$ cat config.mk
export PLATFORM = sky130hd
export DESIGN_NAME = battery_power_state_and_idle_sleep_core
export DESIGN_NICKNAME = d
export VERILOG_FILES = /design/src/bpsis_pkg.sv /design/src/battery_power_state_and_idle_sleep_core.sv /design/src/bpsis_cfg.sv /design/src/bpsis_step.sv
export VERILOG_INCLUDE_DIRS = /design/src /design/src/src
export SDC_FILE = /design/constraint.sdc
export NUM_CORES = 1
export LEC_CHECK = 0
export ABC_AREA = 1
export BUFFER_PORTS_ARGS = -buffer_cell sky130_fd_sc_hd__buf_2
export CAP_MARGIN = 20
export CORE_ASPECT_RATIO = 0.6
export CORE_MARGIN = 2
export CORE_UTILIZATION = 49
export CTS_BUF_LIST = sky130_fd_sc_hd__clkbuf_8
export DETAILED_ROUTE_END_ITERATION = 16
export PLACE_DENSITY = 0.77
export SYNTH_ARGS = -nofsm -noshare
export SYNTH_HDL_FRONTEND = slang
export SYNTH_SLANG_ARGS = --single-unit
export TNS_END_PERCENT = 30
$ cat constraint.sdc
create_clock -name clk -period 7.1 [get_ports clk]
set_clock_uncertainty 0.15 [all_clocks]
set_input_delay 1.42 -clock clk [delete_from_list [all_inputs] [get_ports clk]]
set_output_delay 1.42 -clock clk [all_outputs]
set_load 0.01 [all_outputs]
$ cat src/battery_power_state_and_idle_sleep_core_assert.svh
// Assertion macros used by the power-state step logic
`ifndef BATTERY_POWER_STATE_AND_IDLE_SLEEP_CORE_ASSERT_SVH
`define BATTERY_POWER_STATE_AND_IDLE_SLEEP_CORE_ASSERT_SVH

// Same-cycle implication, sampled on clk, idle during reset
`define BPSIS_ASSERT_NOW(lbl, ante, cons, msg) \
    lbl: assert property (@(posedge clk) disable iff (!rst_n) (ante) |-> (cons)) \
        else $error(msg);

// Next-cycle implication, sampled on clk, idle during reset
`define BPSIS_ASSERT_NEXT(lbl, ante, cons, msg) \
    lbl: assert property (@(posedge clk) disable iff (!rst_n) (ante) |=> (cons)) \
        else $error(msg);

`endif

$ cat src/bpsis_pkg.sv
package bpsis_pkg;

    localparam int TIME_W   = 32;
    localparam int CHARGE_W = 7;
    localparam int CFG_IDX_W = 3;
    localparam int CFG_DATA_W = 32;

    // Register indexes of the configuration port
    localparam logic [CFG_IDX_W-1:0] CFG_IDLE_TIMEOUT  = 3'd0;
    localparam logic [CFG_IDX_W-1:0] CFG_LIGHT_TIMEOUT = 3'd1;
    localparam logic [CFG_IDX_W-1:0] CFG_DEEP_TIMEOUT  = 3'd2;
    localparam logic [CFG_IDX_W-1:0] CFG_LOW_CHARGE    = 3'd3;
    localparam logic [CFG_IDX_W-1:0] CFG_FULL_CHARGE   = 3'd4;

    // Reset values of the configuration registers
    localparam logic [TIME_W-1:0]   RST_IDLE_TIMEOUT  = 32'd300000;
    localparam logic [TIME_W-1:0]   RST_LIGHT_TIMEOUT = 32'd1800000;
    localparam logic [TIME_W-1:0]   RST_DEEP_TIMEOUT  = 32'd3600000;
    localparam logic [CHARGE_W-1:0] RST_LOW_CHARGE    = 7'd20;
    localparam logic [CHARGE_W-1:0] RST_FULL_CHARGE   = 7'd95;

    typedef enum logic [2:0] {
        MODE_NORMAL   = 3'd0,
        MODE_LOW      = 3'd1,
        MODE_CRITICAL = 3'd2,
        MODE_CHARGING = 3'd3,
        MODE_CHARGED  = 3'd4
    } mode_t;

    typedef enum logic [1:0] {
        SLEEP_NONE  = 2'd0,
        SLEEP_LIGHT = 2'd1,
        SLEEP_DEEP  = 2'd2
    } sleep_t;

    typedef struct packed {
        logic [TIME_W-1:0]   idle_limit_ms;
        logic [TIME_W-1:0]   light_timeout_ms;
        logic [TIME_W-1:0]   deep_timeout_ms;
        logic [CHARGE_W-1:0] low_charge_pct;
        logic [CHARGE_W-1:0] full_charge_pct;
    } cfg_t;

    typedef struct packed {
        logic [TIME_W-1:0]   now_ms;
        logic                activity;
        logic [CHARGE_W-1:0] charge_pct;
        logic                battery_low;
        logic                battery_critical;
        logic                on_dock;
    } item_t;

    typedef struct packed {
        mode_t  power_mode;
        mode_t  prior_mode;
        logic   mode_changed;
        logic   idle_level;
        sleep_t sleep_request;
        logic   low_battery_flag;
        logic   emergency_flag;
    } res_t;

endpackage

$ cat src/battery_power_state_and_idle_sleep_core.sv
// A transaction accepted into the input register has its result registered in the
// output register when the output is not stalled; the result is held until taken.
// The block takes one transaction per cycle while the output is not stalled; while
// a result is stalled the input register takes one more transaction, then stalls.
// Reset (rst_n low, asynchronous): power mode and prior mode normal, level
// active, last activity time zero, configuration registers at their defaults.
module battery_power_state_and_idle_sleep_core
    import bpsis_pkg::*;
(
    input  logic                  clk,
    input  logic                  rst_n,
    input  logic                  cfg_we,
    input  logic [CFG_IDX_W-1:0]  cfg_index,
    input  logic [CFG_DATA_W-1:0] cfg_data,
    input  logic                  in_valid,
    output logic                  in_stall,
    input  logic [TIME_W-1:0]     now_ms,
    input  logic                  activity,
    input  logic [CHARGE_W-1:0]   charge_pct,
    input  logic                  battery_low,
    input  logic                  battery_critical,
    input  logic                  on_dock,
    output logic                  out_valid,
    input  logic                  out_stall,
    output logic [2:0]            power_mode,
    output logic [2:0]            prior_mode,
    output logic                  mode_changed,
    output logic                  idle_level,
    output logic [1:0]            sleep_request,
    output logic                  low_battery_flag,
    output logic                  emergency_flag
);

    cfg_t  cfg;
    item_t in_item_reg;
    logic  in_valid_reg, in_valid_next;
    res_t  out_res_reg;
    logic  out_valid_reg, out_valid_next;
    res_t  res;
    logic  advance;
    logic  in_take;

    bpsis_cfg u_cfg
    (
        .clk       (clk),
        .rst_n     (rst_n),
        .cfg_we    (cfg_we),
        .cfg_index (cfg_index),
        .cfg_data  (cfg_data),
        .cfg       (cfg)
    );

    bpsis_step u_step
    (
        .clk   (clk),
        .rst_n (rst_n),
        .fire  (advance),
        .item  (in_item_reg),
        .cfg   (cfg),
        .res   (res)
    );

    // Move the held transaction on unless the output is blocked
    assign advance        = in_valid_reg && !(out_valid_reg && out_stall);
    assign in_stall       = in_valid_reg && out_valid_reg && out_stall;
    assign in_take        = in_valid && !in_stall;
    assign in_valid_next  = in_take || (in_valid_reg && !advance);
    assign out_valid_next = advance || (out_valid_reg && out_stall);

    // Hold the valid flags
    always_ff @(posedge clk or negedge rst_n)
    begin
        if (!rst_n)
        begin
            in_valid_reg  <= 1'b0;
            out_valid_reg <= 1'b0;
        end
        else
        begin
            in_valid_reg  <= in_valid_next;
            out_valid_reg <= out_valid_next;
        end
    end

    // Capture input and result payloads
    always_ff @(posedge clk)
    begin
        if (in_take)
        begin
            in_item_reg.now_ms           <= now_ms;
            in_item_reg.activity         <= activity;
            in_item_reg.charge_pct       <= charge_pct;
            in_item_reg.battery_low      <= battery_low;
            in_item_reg.battery_critical <= battery_critical;
            in_item_reg.on_dock          <= on_dock;
        end
        if (advance)
        begin
            out_res_reg <= res;
        end
    end

    assign out_valid        = out_valid_reg;
    assign power_mode       = out_res_reg.power_mode;
    assign prior_mode       = out_res_reg.prior_mode;
    assign mode_changed     = out_res_reg.mode_changed;
    assign idle_level       = out_res_reg.idle_level;
    assign sleep_request    = out_res_reg.sleep_request;
    assign low_battery_flag = out_res_reg.low_battery_flag;
    assign emergency_flag   = out_res_reg.emergency_flag;

endmodule

$ cat src/bpsis_cfg.sv
module bpsis_cfg
    import bpsis_pkg::*;
(
    input  logic                  clk,
    input  logic                  rst_n,
    input  logic                  cfg_we,
    input  logic [CFG_IDX_W-1:0]  cfg_index,
    input  logic [CFG_DATA_W-1:0] cfg_data,
    output cfg_t                  cfg
);

    cfg_t cfg_reg;
    cfg_t cfg_next;

    // Decode the write into the addressed register
    always_comb
    begin
        cfg_next = cfg_reg;
        if (cfg_we)
        begin
            unique case (cfg_index)
                CFG_IDLE_TIMEOUT:  cfg_next.idle_limit_ms    = cfg_data[TIME_W-1:0];
                CFG_LIGHT_TIMEOUT: cfg_next.light_timeout_ms = cfg_data[TIME_W-1:0];
                CFG_DEEP_TIMEOUT:  cfg_next.deep_timeout_ms  = cfg_data[TIME_W-1:0];
                CFG_LOW_CHARGE:    cfg_next.low_charge_pct   = cfg_data[CHARGE_W-1:0];
                CFG_FULL_CHARGE:   cfg_next.full_charge_pct  = cfg_data[CHARGE_W-1:0];
                default:           cfg_next = cfg_reg;
            endcase
        end
    end

    // Hold the register file
    always_ff @(posedge clk or negedge rst_n)
    begin
        if (!rst_n)
        begin
            cfg_reg.idle_limit_ms    <= RST_IDLE_TIMEOUT;
            cfg_reg.light_timeout_ms <= RST_LIGHT_TIMEOUT;
            cfg_reg.deep_timeout_ms  <= RST_DEEP_TIMEOUT;
            cfg_reg.low_charge_pct   <= RST_LOW_CHARGE;
            cfg_reg.full_charge_pct  <= RST_FULL_CHARGE;
        end
        else
        begin
            cfg_reg <= cfg_next;
        end
    end

    assign cfg = cfg_reg;

endmodule

$ cat src/bpsis_step.sv
`include "battery_power_state_and_idle_sleep_core_assert.svh"

module bpsis_step
    import bpsis_pkg::*;
(
    input  logic  clk,
    input  logic  rst_n,
    input  logic  fire,
    input  item_t item,
    input  cfg_t  cfg,
    output res_t  res
);

    mode_t             mode_reg, mode_next;
    mode_t             prior_mode_reg, prior_mode_next;
    logic              level_reg, level_next;
    logic [TIME_W-1:0] last_act_reg, last_act_next;

    logic [TIME_W-1:0] last_pre;
    logic              level_pre;
    logic [TIME_W-1:0] elapsed;
    mode_t             mode_sel;
    sleep_t            req;
    logic              escalate;

    // Apply reported activity before measuring idle time
    assign last_pre  = item.activity ? item.now_ms : last_act_reg;
    assign level_pre = item.activity ? 1'b0 : level_reg;
    assign elapsed   = item.now_ms - last_pre;
    assign escalate  = !item.on_dock && (mode_reg == MODE_NORMAL);

    // Pick the power mode by priority
    always_comb
    begin
        priority if (item.battery_critical && !item.on_dock)
            mode_sel = MODE_CRITICAL;
        else if (item.battery_low && !item.on_dock)
            mode_sel = MODE_LOW;
        else if (item.on_dock)
            mode_sel = (item.charge_pct >= cfg.full_charge_pct) ? MODE_CHARGED
                                                                : MODE_CHARGING;
        else
            mode_sel = MODE_NORMAL;
    end

    // Escalate idle time, then apply any mode change
    always_comb
    begin
        req             = SLEEP_NONE;
        last_act_next   = last_pre;
        level_next      = level_pre;
        mode_next       = mode_reg;
        prior_mode_next = prior_mode_reg;

        if (escalate)
        begin
            priority if (elapsed > cfg.deep_timeout_ms
                         && item.charge_pct < cfg.low_charge_pct)
            begin
                req           = SLEEP_DEEP;
                last_act_next = item.now_ms;
            end
            else if (elapsed > cfg.light_timeout_ms)
            begin
                req           = SLEEP_LIGHT;
                last_act_next = item.now_ms;
                level_next    = 1'b0;
            end
            else if (elapsed > cfg.idle_limit_ms && !level_pre)
            begin
                level_next = 1'b1;
            end
        end
        else
        begin
            last_act_next = item.now_ms;
            level_next    = 1'b0;
        end

        if (mode_sel != mode_reg)
        begin
            prior_mode_next = mode_reg;
            mode_next       = mode_sel;
            last_act_next   = item.now_ms;
            level_next      = 1'b0;
        end
    end

    // Form the result from the updated state
    always_comb
    begin
        res.power_mode       = mode_next;
        res.prior_mode       = prior_mode_next;
        res.mode_changed     = (mode_sel != mode_reg);
        res.idle_level       = level_next;
        res.sleep_request    = req;
        res.low_battery_flag = (mode_next == MODE_LOW) || (mode_next == MODE_CRITICAL);
        res.emergency_flag   = (mode_next == MODE_CRITICAL);
    end

    // Advance the state once per transaction
    always_ff @(posedge clk or negedge rst_n)
    begin
        if (!rst_n)
        begin
            mode_reg       <= MODE_NORMAL;
            prior_mode_reg <= MODE_NORMAL;
            level_reg      <= 1'b0;
            last_act_reg   <= '0;
        end
        else if (fire)
        begin
            mode_reg       <= mode_next;
            prior_mode_reg <= prior_mode_next;
            level_reg      <= level_next;
            last_act_reg   <= last_act_next;
        end
    end

    `BPSIS_ASSERT_NOW(a_change_clears_idle, fire && res.mode_changed, !res.idle_level,
        "mode change left the level idle")
    `BPSIS_ASSERT_NOW(a_deep_needs_low_charge, fire && res.sleep_request == SLEEP_DEEP,
        item.charge_pct < cfg.low_charge_pct, "deep sleep requested above low charge")
    `BPSIS_ASSERT_NOW(a_docked_charging, fire && item.on_dock,
        res.power_mode == MODE_CHARGING || res.power_mode == MODE_CHARGED,
        "docked but not in a charging mode")
    `BPSIS_ASSERT_NEXT(a_sleep_restarts_timer, fire && res.sleep_request != SLEEP_NONE,
        last_act_reg == $past(item.now_ms), "sleep request did not restart activity time")

endmodule
==> impl_metrics.tcl <==
set metrics [dict create \
    status "complete, no violations" \
    crit_required_ns 7.44 \
    p_per_area_nw_per_um2 312 \
    peakVddDrop_v 0.000168 \
    avgRoutedWirePerCell_um 15.4 \
    post_synth.cell_area_avg_sq_um 8.05 \
    post_cts_buffers 0 \
    grtUsageMet3_pct 3.90 \
    yosysWarnings 0 \
    largest_register_ffs 110 \
    fmax_ghz 0.172 \
    cts_max_level 1 \
    worstReg2RegStart "in_item_reg[10]$_DFFE_PP_" \
    drcViolationCount 0 \
    drv_slew 0 \
    hold_viol_final 0 \
    yosys-top-cells-count "nand2_1, inv_1, o21ai_0" \
    gp_congestion 0.956 \
    die_y_um 130 \
    io_pins 97 \
    avgViaCountPerCell 5.23 \
    cp_common_cell "nand2_1" \
    critPathMaxStageDelay_ns 0.71 \
    dp.cells 2007 \
    yosysMostFrequentCell "nand2_1" \
    crit_family "simple AND/OR/NAND/NOR gates" \
    antenna_found_initial 0 \
    hp-class "reg -> reg" \
    die_area_sq_um 27600 \
    initial_core_util_pct 50.4 \
    startpoint_type "register" \
    async_flop_share_pct 73.3 \
    fin_nets 1915 \
    ctsResizeCount 0 \
    tightest_slew_ns 1.01 \
    std_cell_rows 45 \
    path_buf_inv 3 \
    grtUsageMet1_pct 34.6 \
    setup_viol 0 \
    crit_cells 29 \
    ys_top_cells_by_area "dfrtp_1, ha_1, nand2_1" \
    first_global_vias 10326 \
    drive_above_1_share_pct 12.2 \
    synth_top_cell_area_share_pct 22.0 \
    synth_cell_type_count 46 \
    io_buffers 96 \
    syn_to_final_growth_pct 10.7 \
    grt_overflow_total 0 \
    grt_usage_pct 23.6 \
    rsz0062_at_grt "no" \
    tns_ns 0 \
    drt_wl_total_um 31800 \
    min_period_ns 5.80 \
    die_w_um 213 \
    fillers 2395 \
    grt_use_met2_pct 36.9 \
    grt_max_degree 102 \
    leakage_uw 0.00733 \
    cts_tree "built" \
    relSlewSlack_pct 32.9 \
    startpoint "in_item_reg[10]$_DFFE_PP_" \
    syn-instance-count 1600 \
    synth.ff_latch_count 206 \
    drt_iter0_markers 984 \
    reg2regPathDepth 29 \
    antennaDiodeCount 0 \
    fin_util_pct 55.8 \
    busiest_layer "met2" \
    hold_buffers 0 \
    crit_end "u_step.last_act_reg[27]$_DFFE_PN0P_" \
    clk_pin_slew_worst_paths_ns 0.07 \
    period_share_pct 81.8 \
    hpwlAfterDp_um 23600 \
    rrSetupSlack_ns 1.30 \
    path_max_fanout 32 \
    endpoint_kind "register" \
    ys_seq_area_share_pct 42.5 \
    worstPathArrival_ns 6.14 \
    ys.flop_type "dfrtp_1" \
    ant_nets 0 \
    synth_area_sq_um 12900 \
    vias 10805 \
    cts_buffer_depth 3 \
    grt_first_pass_wirelength_um 52200 \
    cap_violations 0 \
    drt_pre_antenna_iters 5 \
    worstSkewPairLatency_ns 0.61 \
    synth_edf_count 55 \
    synth_nets 1825 \
    cts_buffers 31 \
    yosysTopAreaCell "dfrtp_1" \
    worst_path_max_delay_cell "edfxtp_1" \
    cts_sinks 206 \
    r2r-end "u_step.last_act_reg[27]$_DFFE_PN0P_" \
    cts.root.buffer_cell "clkbuf_8" \
    crit_type "reg -> reg" \
    fin_cells 2067 \
    core_sq_um 25600 \
]
==> worst min-delay path by stage <==
| stage | depth (start not counted) | endpoint | startpoint |
|---|---|---|---|
| final | 2 | out_valid$_DFF_PN0_ | in_valid_reg$_DFF_PN0_ |
| after global routing | 2 | u_step.level_reg$_DFFE_PN0P_ | u_step.level_reg$_DFFE_PN0P_ |
| after CTS | 2 | out_valid$_DFF_PN0_ | in_valid_reg$_DFF_PN0_ |
| after detailed placement | 2 | u_step.last_act_reg[6]$_DFFE_PN0P_ | u_step.last_act_reg[6]$_DFFE_PN0P_ |
| after global placement | 2 | out_valid$_DFF_PN0_ | in_valid_reg$_DFF_PN0_ |
| after floorplan | 2 | u_step.last_act_reg[10]$_DFFE_PN0P_ | u_step.last_act_reg[10]$_DFFE_PN0P_ |
==> stage by stage <==
stage	hold slack (ns)	total power, uW	setup WS [ns]	area [sq um]
after floorplan	0.294	2950	2.65	12900
after global placement	0.302	3370	1.59	13600
after detailed placement	0.310	3460	1.45	13600
after CTS	0.327	4470	1.41	14200
after global routing	0.351	4830	0.673	14300
final	0.325	4450	1.30	14300
==> final cells by class <==
| class | instances | area (sq um) | area share, % |
|---|---|---|---|
| timing repair buffer | 102 | 557 | 3.90 |
| clock inverter | 25 | 155 | 1.09 |
| tap | 352 | 440 | 3.09 |
| multi-input combinational | 1100 | 6240 | 43.8 |
| clock buffer | 33 | 454 | 3.18 |
| sequential | 206 | 5480 | 38.4 |
| inverter | 249 | 935 | 6.55 |
==> worst register-to-register path, delay by kind of cell (launching register included) <==
family,cells,cell delay (ns)
fa+ha+maj,3,0.84
flops,1,0.71
simple gates,17,2.49
compound gates,6,1.28
buf+inv,3,0.23
==> metal layers <==
layer	wire length (um)	part of all wire (%)
met3	2070	6.5
met2	13800	43
met5	0	0
met4	595	1.9
met1	15300	48
==> report_power, final <==
part	switching (uW)	internal (uW)	total [uW]
logic	1180	687	1870
clock network	486	501	987
registers	124	1470	1590
==> logic make-up (layout without fill, tap and decap cells) <==
logic type | Yosys count | in the layout | share of synthesized area [%]
AO/OA/AOI/OAI | 290 | 290 | 11.9
XOR/XNOR | 29 | 29 | 1.97
adder cells (fa/ha/maj) | 142 | 142 | 13.9
buffers and inverters | 294 | 409 | 9.07
flip-flops | 206 | 206 | 42.5
AND/OR/NAND/NOR | 639 | 639 | 20.7
==> placed cells by master (no fill, tap or decap), drive strengths merged, types with 9 or more instances in the layout <==
master	netlist	layout
a21oi	90	90
buf	13	102
clkbuf	32	33
clkinv	0	9
dfrtp	113	113
dfstp	38	38
edfxtp	55	55
ha	141	141
inv	249	262
nand2	456	456
nand3	97	97
nor2	61	61
nor3	11	11
o21ai	175	175
xor2	21	21
Power figures use the tool's default switching activity.
